$ cat src/hdl/sirt_pkg.sv
// ----------------------------------------------------------------------------
// Signed integer to radix text: shared package
// Widths, constants, register codes, controller states and the command and
// status words between the controller and the datapath.
// ----------------------------------------------------------------------------
package sirt_pkg;

  localparam int MAX_RADIX     = 16;
  localparam int DIGIT_DEPTH   = 32;
  localparam int VALUE_W       = 32;
  localparam int CHAR_W        = 8;
  localparam int RADIX_W       = 5;
  localparam int CFG_DATA_W    = 64;
  localparam int CFG_ADDR_W    = 5;
  localparam int NUM_SYMS      = 2 * CFG_DATA_W / CHAR_W;
  localparam int SYM_IDX_W     = $clog2(NUM_SYMS);
  localparam int DIGIT_W       = $clog2(MAX_RADIX);
  localparam int REM_W         = DIGIT_W + 1;
  localparam int IDX_W         = $clog2(DIGIT_DEPTH);
  localparam int CNT_W         = IDX_W + 1;
  localparam int BITS_PER_STEP = 8;
  localparam int DIV_STEPS     = VALUE_W / BITS_PER_STEP;
  localparam int STEP_W        = $clog2(DIV_STEPS);

  localparam logic [RADIX_W-1:0]    RADIX_RESET    = RADIX_W'(10);
  localparam logic [CFG_DATA_W-1:0] ALPHA_LO_RESET = 64'h3736_3534_3332_3130;
  localparam logic [CFG_DATA_W-1:0] ALPHA_HI_RESET = 64'h0000_0000_6463_6261;

  localparam logic [CHAR_W-1:0] SYM_MIN    = 8'd47;
  localparam logic [CHAR_W-1:0] GAP1_LO    = 8'd58;
  localparam logic [CHAR_W-1:0] GAP1_HI    = 8'd64;
  localparam logic [CHAR_W-1:0] GAP2_LO    = 8'd91;
  localparam logic [CHAR_W-1:0] GAP2_HI    = 8'd96;
  localparam logic [CHAR_W-1:0] SYM_MAX    = 8'd123;
  localparam logic [CHAR_W-1:0] MINUS_SIGN = 8'h2D;
  localparam logic [CHAR_W-1:0] ERR_CHAR   = 8'h00;

  typedef enum logic [1:0] {
    REG_RADIX    = 2'd0,
    REG_ALPHA_LO = 2'd1,
    REG_ALPHA_HI = 2'd2
  } reg_idx_t;

  typedef enum logic [2:0] {
    S_IDLE,
    S_CHECK,
    S_DIV,
    S_SIGN,
    S_EMIT,
    S_ERR
  } state_t;

  typedef struct packed {
    logic load;
    logic div_step;
    logic emit_sign;
    logic emit_digit;
    logic emit_err;
  } cmd_t;

  typedef struct packed {
    logic alph_ok;
    logic neg;
    logic div_final;
    logic slot_free;
    logic digit_last;
  } sts_t;

  function automatic logic symbol_ok(input logic [CHAR_W-1:0] s);
    return !((s < SYM_MIN) || ((s > GAP1_LO) && (s < GAP1_HI)) ||
             ((s > GAP2_LO) && (s < GAP2_HI)) || (s > SYM_MAX));
  endfunction

  function automatic logic [CHAR_W-1:0] sym_at(input logic [2*CFG_DATA_W-1:0] w,
                                                input logic [SYM_IDX_W-1:0] k);
    return w[k*CHAR_W +: CHAR_W];
  endfunction

endpackage

$ cat src/hdl/sirt_if.sv
// ----------------------------------------------------------------------------
// Signed integer to radix text: channel interfaces
// Valid/ready channels for the input value and for the character words.
// ----------------------------------------------------------------------------
interface sirt_in_if import sirt_pkg::*; ();
  logic                      valid;
  logic                      ready;
  logic signed [VALUE_W-1:0] value;

  modport source (output valid, output value, input ready);
  modport sink (input valid, input value, output ready);
endinterface

interface sirt_out_if import sirt_pkg::*; ();
  logic              valid;
  logic              ready;
  logic [CHAR_W-1:0] character;
  logic              last;
  logic              base_error;

  modport source (output valid, output character, output last, output base_error,
                  input ready);
  modport sink (input valid, input character, input last, input base_error,
                output ready);
endinterface

$ cat src/hdl/sirt_cfg.sv
// ----------------------------------------------------------------------------
// Signed integer to radix text: configuration registers
// APB-style register file holding the radix and the alphabet, with a
// registered validity check of the alphabet.
// ----------------------------------------------------------------------------
module sirt_cfg import sirt_pkg::*; (
  input  logic                    clk,
  input  logic                    rst_n,
  input  logic                    psel,
  input  logic                    penable,
  input  logic                    pwrite,
  input  logic [CFG_ADDR_W-1:0]   paddr,
  input  logic [CFG_DATA_W-1:0]   pwdata,
  output logic [CFG_DATA_W-1:0]   prdata,
  output logic                    pready,
  output logic [RADIX_W-1:0]      radix,
  output logic [2*CFG_DATA_W-1:0] alphabet,
  output logic                    alph_ok
);

  logic [RADIX_W-1:0]    radix_r;
  logic [CFG_DATA_W-1:0] alpha_lo_r;
  logic [CFG_DATA_W-1:0] alpha_hi_r;
  logic                  alph_ok_r;
  logic                  alph_ok_nxt;
  logic                  wr_en;
  reg_idx_t              idx;

  assign pready   = 1'b1;
  assign wr_en    = psel & penable & pwrite;
  assign idx      = reg_idx_t'(paddr[CFG_ADDR_W-1:3]);
  assign radix    = radix_r;
  assign alphabet = {alpha_hi_r, alpha_lo_r};
  assign alph_ok  = alph_ok_r;

  always_ff @(posedge clk) begin
    if (!rst_n) begin
      radix_r    <= RADIX_RESET;
      alpha_lo_r <= ALPHA_LO_RESET;
      alpha_hi_r <= ALPHA_HI_RESET;
      alph_ok_r  <= 1'b0;
    end else begin
      alph_ok_r <= alph_ok_nxt;
      if (wr_en) begin
        case (idx)
          REG_RADIX:    radix_r    <= pwdata[RADIX_W-1:0];
          REG_ALPHA_LO: alpha_lo_r <= pwdata;
          REG_ALPHA_HI: alpha_hi_r <= pwdata;
          default: ;
        endcase
      end
    end
  end

  always_comb begin
    case (idx)
      REG_RADIX:    prdata = CFG_DATA_W'(radix_r);
      REG_ALPHA_LO: prdata = alpha_lo_r;
      REG_ALPHA_HI: prdata = alpha_hi_r;
      default:      prdata = '0;
    endcase
  end

  // Every symbol in use must pass the range test and appear only once.
  always_comb begin
    logic bad;
    bad = (radix_r < RADIX_W'(2)) || (radix_r > RADIX_W'(MAX_RADIX));
    for (int i = 0; i < NUM_SYMS; i++) begin
      if (RADIX_W'(i) < radix_r) begin
        if (!symbol_ok(sym_at(alphabet, SYM_IDX_W'(i)))) begin
          bad = 1'b1;
        end
        for (int j = i + 1; j < NUM_SYMS; j++) begin
          if ((RADIX_W'(j) < radix_r) &&
              (sym_at(alphabet, SYM_IDX_W'(i)) == sym_at(alphabet, SYM_IDX_W'(j)))) begin
            bad = 1'b1;
          end
        end
      end
    end
    alph_ok_nxt = !bad;
  end

endmodule

$ cat src/hdl/sirt_dp.sv
// ----------------------------------------------------------------------------
// Signed integer to radix text: datapath
// Magnitude register with a radix divider that retires several quotient bits
// a cycle, the digit store, and the output word register.
// ----------------------------------------------------------------------------
module sirt_dp import sirt_pkg::*; (
  input  logic                      clk,
  input  logic                      rst_n,
  input  cmd_t                      cmd,
  output sts_t                      sts,
  input  logic signed [VALUE_W-1:0] in_value,
  input  logic [RADIX_W-1:0]        radix,
  input  logic [2*CFG_DATA_W-1:0]   alphabet,
  input  logic                      alph_ok,
  output logic                      out_valid,
  input  logic                      out_ready,
  output logic [CHAR_W-1:0]         out_character,
  output logic                      out_last,
  output logic                      out_base_error
);

  logic                     neg_r;
  logic [VALUE_W-1:0]       mag_r;
  logic [VALUE_W-1:0]       mag_nxt;
  logic [DIGIT_W-1:0]       rem_r;
  logic [DIGIT_W-1:0]       rem_div;
  logic [BITS_PER_STEP-1:0] quo_bits;
  logic [STEP_W-1:0]        step_r;
  logic [CNT_W-1:0]         cnt_r;
  logic [CNT_W-1:0]         cnt_dec;
  logic                     chunk_last;
  logic [DIGIT_W-1:0]       store_r [DIGIT_DEPTH];
  logic                     out_valid_r;
  logic [CHAR_W-1:0]        out_char_r;
  logic                     out_last_r;
  logic                     out_err_r;
  logic                     emit;

  // Restoring division of the magnitude by the radix, a chunk of bits a cycle.
  always_comb begin
    logic [DIGIT_W-1:0] r;
    logic [REM_W-1:0]   t;
    r = rem_r;
    for (int k = 0; k < BITS_PER_STEP; k++) begin
      t = {r, mag_r[VALUE_W-1-k]};
      if (RADIX_W'(t) >= radix) begin
        r = DIGIT_W'(RADIX_W'(t) - radix);
        quo_bits[BITS_PER_STEP-1-k] = 1'b1;
      end else begin
        r = t[DIGIT_W-1:0];
        quo_bits[BITS_PER_STEP-1-k] = 1'b0;
      end
    end
    rem_div = r;
    mag_nxt = {mag_r[VALUE_W-BITS_PER_STEP-1:0], quo_bits};
  end

  assign chunk_last = (step_r == STEP_W'(DIV_STEPS - 1));
  assign cnt_dec    = cnt_r - CNT_W'(1);
  assign emit       = cmd.emit_sign | cmd.emit_digit | cmd.emit_err;

  assign sts.alph_ok    = alph_ok;
  assign sts.neg        = neg_r;
  assign sts.div_final  = chunk_last &&
                          ((mag_nxt == '0) || (cnt_r == CNT_W'(DIGIT_DEPTH - 1)));
  assign sts.slot_free  = !out_valid_r || out_ready;
  assign sts.digit_last = (cnt_r == CNT_W'(1));

  always_ff @(posedge clk) begin
    if (!rst_n) begin
      neg_r       <= 1'b0;
      mag_r       <= '0;
      rem_r       <= '0;
      step_r      <= '0;
      cnt_r       <= '0;
      out_valid_r <= 1'b0;
    end else begin
      if (cmd.load) begin
        neg_r  <= in_value[VALUE_W-1];
        mag_r  <= in_value[VALUE_W-1] ? (VALUE_W'(0) - VALUE_W'(in_value))
                                      : VALUE_W'(in_value);
        rem_r  <= '0;
        step_r <= '0;
        cnt_r  <= '0;
      end else if (cmd.div_step) begin
        mag_r  <= mag_nxt;
        step_r <= step_r + STEP_W'(1);
        rem_r  <= chunk_last ? '0 : rem_div;
        if (chunk_last) begin
          cnt_r <= cnt_r + CNT_W'(1);
        end
      end else if (cmd.emit_digit) begin
        cnt_r <= cnt_dec;
      end
      if (emit) begin
        out_valid_r <= 1'b1;
      end else if (out_ready) begin
        out_valid_r <= 1'b0;
      end
    end
  end

  always_ff @(posedge clk) begin
    if (cmd.div_step && chunk_last) begin
      store_r[cnt_r[IDX_W-1:0]] <= rem_div;
    end
    if (cmd.emit_sign) begin
      out_char_r <= MINUS_SIGN;
      out_last_r <= 1'b0;
      out_err_r  <= 1'b0;
    end else if (cmd.emit_digit) begin
      out_char_r <= sym_at(alphabet, SYM_IDX_W'(store_r[cnt_dec[IDX_W-1:0]]));
      out_last_r <= (cnt_r == CNT_W'(1));
      out_err_r  <= 1'b0;
    end else if (cmd.emit_err) begin
      out_char_r <= ERR_CHAR;
      out_last_r <= 1'b1;
      out_err_r  <= 1'b1;
    end
  end

  assign out_valid      = out_valid_r;
  assign out_character  = out_char_r;
  assign out_last       = out_last_r;
  assign out_base_error = out_err_r;

endmodule

$ cat src/hdl/sirt_ctrl.sv
// ----------------------------------------------------------------------------
// Signed integer to radix text: controller
// State machine that sequences the check, the division and the emission of
// the character words.
// ----------------------------------------------------------------------------
module sirt_ctrl import sirt_pkg::*; (
  input  logic clk,
  input  logic rst_n,
  input  logic in_valid,
  output logic in_ready,
  input  sts_t sts,
  output cmd_t cmd
);

  state_t state_r;
  state_t state_nxt;

  always_ff @(posedge clk) begin
    if (!rst_n) begin
      state_r <= S_IDLE;
    end else begin
      state_r <= state_nxt;
    end
  end

  always_comb begin
    state_nxt = state_r;
    case (state_r)
      S_IDLE: begin
        if (in_valid) state_nxt = S_CHECK;
      end
      S_CHECK: begin
        state_nxt = sts.alph_ok ? S_DIV : S_ERR;
      end
      S_DIV: begin
        if (sts.div_final) state_nxt = sts.neg ? S_SIGN : S_EMIT;
      end
      S_SIGN: begin
        if (sts.slot_free) state_nxt = S_EMIT;
      end
      S_EMIT: begin
        if (sts.slot_free && sts.digit_last) state_nxt = S_IDLE;
      end
      S_ERR: begin
        if (sts.slot_free) state_nxt = S_IDLE;
      end
      default: state_nxt = S_IDLE;
    endcase
  end

  always_comb begin
    in_ready = 1'b0;
    cmd      = '0;
    case (state_r)
      S_IDLE: begin
        in_ready = 1'b1;
        cmd.load = in_valid;
      end
      S_CHECK: ;
      S_DIV:   cmd.div_step   = 1'b1;
      S_SIGN:  cmd.emit_sign  = sts.slot_free;
      S_EMIT:  cmd.emit_digit = sts.slot_free;
      S_ERR:   cmd.emit_err   = sts.slot_free;
      default: ;
    endcase
  end

endmodule

$ cat src/hdl/signed_integer_to_radix_text_top.sv
// ----------------------------------------------------------------------------
// Signed integer to radix text: top level
// Prints each signed 32-bit value as characters in the configured radix.
// ----------------------------------------------------------------------------
// Each accepted value becomes a run of character words, a minus sign first
// for a negative value and then the digits, most significant first, each
// mapped through the configured alphabet; the final word carries last. If the
// radix or the alphabet is invalid, a single word with base_error set is sent.
// One value is handled at a time. The radix divider retires eight quotient
// bits a cycle; all digits are found before the first character word is sent.
module signed_integer_to_radix_text_top import sirt_pkg::*; (
  input  logic                  clk,
  input  logic                  rst_n,
  sirt_in_if.sink               in_ch,
  sirt_out_if.source            out_ch,
  input  logic                  cfg_psel,
  input  logic                  cfg_penable,
  input  logic                  cfg_pwrite,
  input  logic [CFG_ADDR_W-1:0] cfg_paddr,
  input  logic [CFG_DATA_W-1:0] cfg_pwdata,
  output logic [CFG_DATA_W-1:0] cfg_prdata,
  output logic                  cfg_pready
);

  logic [RADIX_W-1:0]      radix;
  logic [2*CFG_DATA_W-1:0] alphabet;
  logic                    alph_ok;
  cmd_t                    cmd;
  sts_t                    sts;

  sirt_cfg u_cfg (
    .clk      (clk),
    .rst_n    (rst_n),
    .psel     (cfg_psel),
    .penable  (cfg_penable),
    .pwrite   (cfg_pwrite),
    .paddr    (cfg_paddr),
    .pwdata   (cfg_pwdata),
    .prdata   (cfg_prdata),
    .pready   (cfg_pready),
    .radix    (radix),
    .alphabet (alphabet),
    .alph_ok  (alph_ok)
  );

  sirt_ctrl u_ctrl (
    .clk      (clk),
    .rst_n    (rst_n),
    .in_valid (in_ch.valid),
    .in_ready (in_ch.ready),
    .sts      (sts),
    .cmd      (cmd)
  );

  sirt_dp u_dp (
    .clk            (clk),
    .rst_n          (rst_n),
    .cmd            (cmd),
    .sts            (sts),
    .in_value       (in_ch.value),
    .radix          (radix),
    .alphabet       (alphabet),
    .alph_ok        (alph_ok),
    .out_valid      (out_ch.valid),
    .out_ready      (out_ch.ready),
    .out_character  (out_ch.character),
    .out_last       (out_ch.last),
    .out_base_error (out_ch.base_error)
  );

endmodule

$ cat src/flat_wrapper.sv
// flat-port wrapper written by rule: the top's interface ports become plain ports
module signed_integer_to_radix_text_top_flat import sirt_pkg::*;
  (clk, rst_n, cfg_psel, cfg_penable, cfg_pwrite, cfg_paddr, cfg_pwdata, cfg_prdata, cfg_pready, in_ch_valid, in_ch_value, in_ch_ready, out_ch_valid, out_ch_character, out_ch_last, out_ch_base_error, out_ch_ready);
  sirt_in_if in_ch_i ();
  sirt_out_if out_ch_i ();
  input  logic clk;
  input  logic rst_n;
  input  logic cfg_psel;
  input  logic cfg_penable;
  input  logic cfg_pwrite;
  input  logic [CFG_ADDR_W-1:0] cfg_paddr;
  input  logic [CFG_DATA_W-1:0] cfg_pwdata;
  output logic [CFG_DATA_W-1:0] cfg_prdata;
  output logic cfg_pready;
  input wire logic [$bits(in_ch_i.valid)-1:0] in_ch_valid;
  input wire logic [$bits(in_ch_i.value)-1:0] in_ch_value;
  output wire logic [$bits(in_ch_i.ready)-1:0] in_ch_ready;
  output wire logic [$bits(out_ch_i.valid)-1:0] out_ch_valid;
  output wire logic [$bits(out_ch_i.character)-1:0] out_ch_character;
  output wire logic [$bits(out_ch_i.last)-1:0] out_ch_last;
  output wire logic [$bits(out_ch_i.base_error)-1:0] out_ch_base_error;
  input wire logic [$bits(out_ch_i.ready)-1:0] out_ch_ready;
  assign in_ch_i.valid = in_ch_valid;
  assign in_ch_i.value = in_ch_value;
  assign in_ch_ready = in_ch_i.ready;
  assign out_ch_valid = out_ch_i.valid;
  assign out_ch_character = out_ch_i.character;
  assign out_ch_last = out_ch_i.last;
  assign out_ch_base_error = out_ch_i.base_error;
  assign out_ch_i.ready = out_ch_ready;
  signed_integer_to_radix_text_top u_core (.clk(clk), .rst_n(rst_n), .in_ch(in_ch_i), .out_ch(out_ch_i), .cfg_psel(cfg_psel), .cfg_penable(cfg_penable), .cfg_pwrite(cfg_pwrite), .cfg_paddr(cfg_paddr), .cfg_pwdata(cfg_pwdata), .cfg_prdata(cfg_prdata), .cfg_pready(cfg_pready));
endmodule
$ cat config.mk
export PLATFORM = sky130hd
export DESIGN_NAME = signed_integer_to_radix_text_top_flat
export DESIGN_NICKNAME = d
export VERILOG_FILES = /design/src/hdl/sirt_pkg.sv /design/src/hdl/sirt_if.sv /design/src/hdl/sirt_cfg.sv /design/src/hdl/sirt_dp.sv /design/src/hdl/sirt_ctrl.sv /design/src/hdl/signed_integer_to_radix_text_top.sv /design/src/flat_wrapper.sv
export SDC_FILE = /design/constraint.sdc
export NUM_CORES = 2
export LEC_CHECK = 0
export BUFFER_PORTS_ARGS = -buffer_cell sky130_fd_sc_hd__buf_2
export CAP_MARGIN = 10
export CORE_UTILIZATION = 45
export DETAILED_ROUTE_END_ITERATION = 10
export PLACE_DENSITY = 0.66
export RECOVER_POWER = 25
export SETUP_SLACK_MARGIN = 0.2
export SYNTH_ARGS = -nofsm -noshare
export SYNTH_HDL_FRONTEND = slang
export SYNTH_SLANG_ARGS = --single-unit
$ cat constraint.sdc
create_clock -name clk -period 26.8 [get_ports clk]
set_clock_uncertainty 0.1 [all_clocks]
set_input_delay 4.02 -clock clk [delete_from_list [all_inputs] [get_ports clk]]
set_output_delay 4.02 -clock clk [all_outputs]
set_load 0.005 [all_outputs]
==> results.md <==
* Slew HR at -93.7%
* Tcrit/Tclk final at 56.6%
* Initial Util at 45.7%
* Iter 0 DRT Violations at 4265
* Slowest cell on crit path: and2_1
* Clk pin slew, worst setup/hold paths at 0.06 ns
* Core Area at 0.0647 mm²
* CP Launch Type: flop
* HP Class: reg2reg
* Gr ovfl total at 0
* Routed WL at 121 mm
* Layout cells sized above 1 at 14.1%
* Maxcap violations at 2
* Via count at 27833
* Internal power at 1.10 mW
* Ys Warns at 0
* Switching Power at 594 µW
* CTS tree: yes
* # fillers at 6219
* Netlist cell types at 82
* Tightest hold margin at 0.347 ns
* DRC Markers at 0
* Number of buffers inserted by post-CTS setup repair at 0
* RSZ-0062 raised after global routing: no
* Leading area contributor after synthesis: xnor2_1
* Syn avg cell area at 8.55 µm²
* Most frequent cells in the layout: 729 x xnor2_1, 364 x nand2_1, 277 x xor2_1, 192 x dfxtp_1, 179 x buf_2
* F_max at 66.0 MHz
* Router iterations before antenna repair at 9
* Status: complete, but fails checks
* Area Overhead vs Synth at 9.33%
* Sw frac at 35.1%
* CP required at 26.92 ns
* Max incr delay on CP at 0.99 ns
* Die width at 258 µm
* Crit Reg-Reg Endpoint: u_core.u_dp.store_r[13][3]$_DFFE_PP_
* Crit-path max FO at 32
* Nets at 3608
* WHS Path Cells at 2
* Setup_tns at 0 ns
* Post-CTS Hold Fix Bufs at 0
* Commonest non-fill, non-tap cell in the layout: xnor2_1
* Cells after synthesis at 3457
* Row count at 93
* Worst path arrival time at 15.28 ns
* CTS Buf Count at 36
* Avg WL per Cell at 28.0 µm
* Min-delay src: u_core.u_dp.out_character[6]$_SDFFE_PP0P_
* Sink Count at 321
* DR vias/cell at 6.43
* Die height at 258 µm
* R2r worst-path depth at 55
* Syn_nets at 3620
* Failing checks: max-capacitance violations, max-slew violations
* Reg2reg start: u_core.u_cfg.radix[1]$_SDFFE_PN1P_
* Static Leak at 11.7 nW
* Gr usage total at 35.5%
* DP HPWL at 73.6 mm
* Antenna violations before repair at 14
* Clock network power share at 30.6%
* Final Max Slew Viols at 96
* Die area at 0.0667 mm²
* Ys async rst share at 0%
* Largest net degree at the start of global routing at 77
* Power share of the combinational group at 32.4%
* Final number of hold-violating endpoints at 0
* Primary FF master, synth: dfxtp_1
* Port bufs at 180
* CP Class: reg2reg
* Pwr Density at 52.4 mW/mm²
* Routed Antenna Nets at 0
* Synthesized area at 0.0295 mm²
* CTS root buf: clkbuf_16
* Global-route wire length before repair at 177 mm
* Vias in the first global route at 25935
* Clk_lat worst skew at 0.60 ns
* Hold Path End: u_core.u_dp.out_character[6]$_SDFFE_PP0P_
* Sequential Power Share at 37.0%
* CTS Buffer Depth at 3
* Sequential fraction of the synthesis area at 26.1%
* R2R setup slack at 11.64 ns
* CP Capture Type: flop
* I/O pin count at 185
* Final min period at 15.16 ns
* Worst vdd ir at 0.0705 mV
* Routability cong. at 1.02
* Yosys top cell area share at 21.6%
* CTS H-tree lvls at 2
* Post-synthesis register bit count at 321
* Area contributors post-synth: xnor2_1 22%, dfxtp_1 13%, edfxtp_1 13%
* EDFF count, synth at 128
* Count of cells resized by post-cts repair at 0
* Measured slew at the worst slew-check pin at 2.91 ns
* Crit path top cell by count: a21o_1
* Final Setup Violations at 0
power by group through the flow:
stage | sequential (mW) | clock (mW) | combinational (mW)
detailed placement | 0.637 | 0 | 0.539
finish | 0.627 | 0.518 | 0.548
global route | 0.629 | 0.541 | 0.588
floorplan | 0.630 | 0 | 0.393
CTS | 0.626 | 0.523 | 0.540
global placement | 0.637 | 0 | 0.533
worst max-delay path by stage:
stage                                                  start                                   end  slack [ns]  cells past startpoint
after global placement    u_core.u_cfg.radix[1]$_SDFFE_PN1P_   u_core.u_dp.store_r[0][3]$_DFFE_PP_       11.82                     56
after global routing      u_core.u_cfg.radix[1]$_SDFFE_PN1P_  u_core.u_dp.store_r[19][3]$_DFFE_PP_       10.34                     56
after floorplan           u_core.u_cfg.radix[1]$_SDFFE_PN1P_   u_core.u_dp.store_r[0][0]$_DFFE_PP_       13.36                     58
after detailed placement  u_core.u_cfg.radix[1]$_SDFFE_PN1P_  u_core.u_dp.store_r[19][3]$_DFFE_PP_       11.63                     56
after CTS                 u_core.u_cfg.radix[1]$_SDFFE_PN1P_  u_core.u_dp.store_r[19][3]$_DFFE_PP_       11.62                     56
final                     u_core.u_cfg.radix[1]$_SDFFE_PN1P_  u_core.u_dp.store_r[13][3]$_DFFE_PP_       11.64                     55
through the flow:
stage | instance area, µm² | cells | setup WS (ns) | total power [mW] | util [%]
finish | 32300 | 4328 | 11.64 | 1.69 | 49.9
global route | 32300 | 4326 | 10.34 | 1.76 | 49.9
CTS | 32300 | 4325 | 11.62 | 1.69 | 49.9
detailed placement | 31100 | 4261 | 11.63 | 1.18 | 48.0
global placement | 31100 | 4261 | 11.82 | 1.17 | 48.0
floorplan | 29500 | 3457 | 13.36 | 1.02 | -
state kept, by name, indices dropped and copies added (netlist names), 3 cells and up:
signal	cells
u_core.u_cfg.alpha_hi_r	64
u_core.u_cfg.alpha_lo_r	64
u_core.u_cfg.radix	5
u_core.u_ctrl.state_r	3
u_core.u_dp.cnt_r	6
u_core.u_dp.mag_r	32
u_core.u_dp.out_character	8
u_core.u_dp.rem_r	4
u_core.u_dp.store_r	128
cells in the mapped netlist (16+ instances only):
master	count
xnor2_1	729
nand2_1	364
xor2_1	277
dfxtp_1	193
nand4_1	176
a21oi_1	167
buf_1	156
edfxtp_1	128
clkbuf_1	109
buf_2	107
mux2i_1	104
nor4_1	95
nor2_1	94
nor3_1	84
nand3_1	72
a22o_1	62
ha_1	47
mux2_2	40
a31oi_1	38
o21ai_0	34
inv_1	31
a21o_1	30
a22oi_1	29
mux4_2	22
nand3b_1	20
nor3b_1	16
worst max-delay path, delay by kind of cell, from the launching register on:
family	cells	cell delay (ns)
adder cells (fa/ha/maj)	8	2.61
multiplexers	7	2.34
buffers and inverters	3	0.77
flip-flops	1	0.90
AO/OA/AOI/OAI	29	6.23
AND/OR/NAND/NOR	8	1.84
cells by family after synthesis:
logic type	after synthesis	synth area share (%)
simple gates	980	16.5
xor+xnor	1009	30.0
other cells	1	0.0127
mux	171	6.99
flops	321	26.1
fa+ha+maj	55	2.53
buf+inv	421	6.11
compound gates	499	11.7
cell type report:
type / instances / area (µm²) / share of cell area (%)
tap: 855 / 1070 / 3.31
antenna: 2 / 5.00 / 0.0155
clock inverter: 15 / 188 / 0.581
timing repair buffer: 337 / 2070 / 6.42
multi-input combinational: 2715 / 20100 / 62.2
clock buffer: 49 / 1050 / 3.25
inverter: 34 / 130 / 0.403
sequential: 321 / 7710 / 23.9
per-layer routing:
layer / global-route usage (%) / vias up / part of all wire [%]
met5: 0.712 / - / 0.16
met4: 24.3 / 24 / 8.9
met3: 11.7 / 703 / 13
met2: 54.1 / 1965 / 42
met1: 42.2 / 13143 / 36
li1: - / 11998 / -
Power figures use the tool's default switching activity.
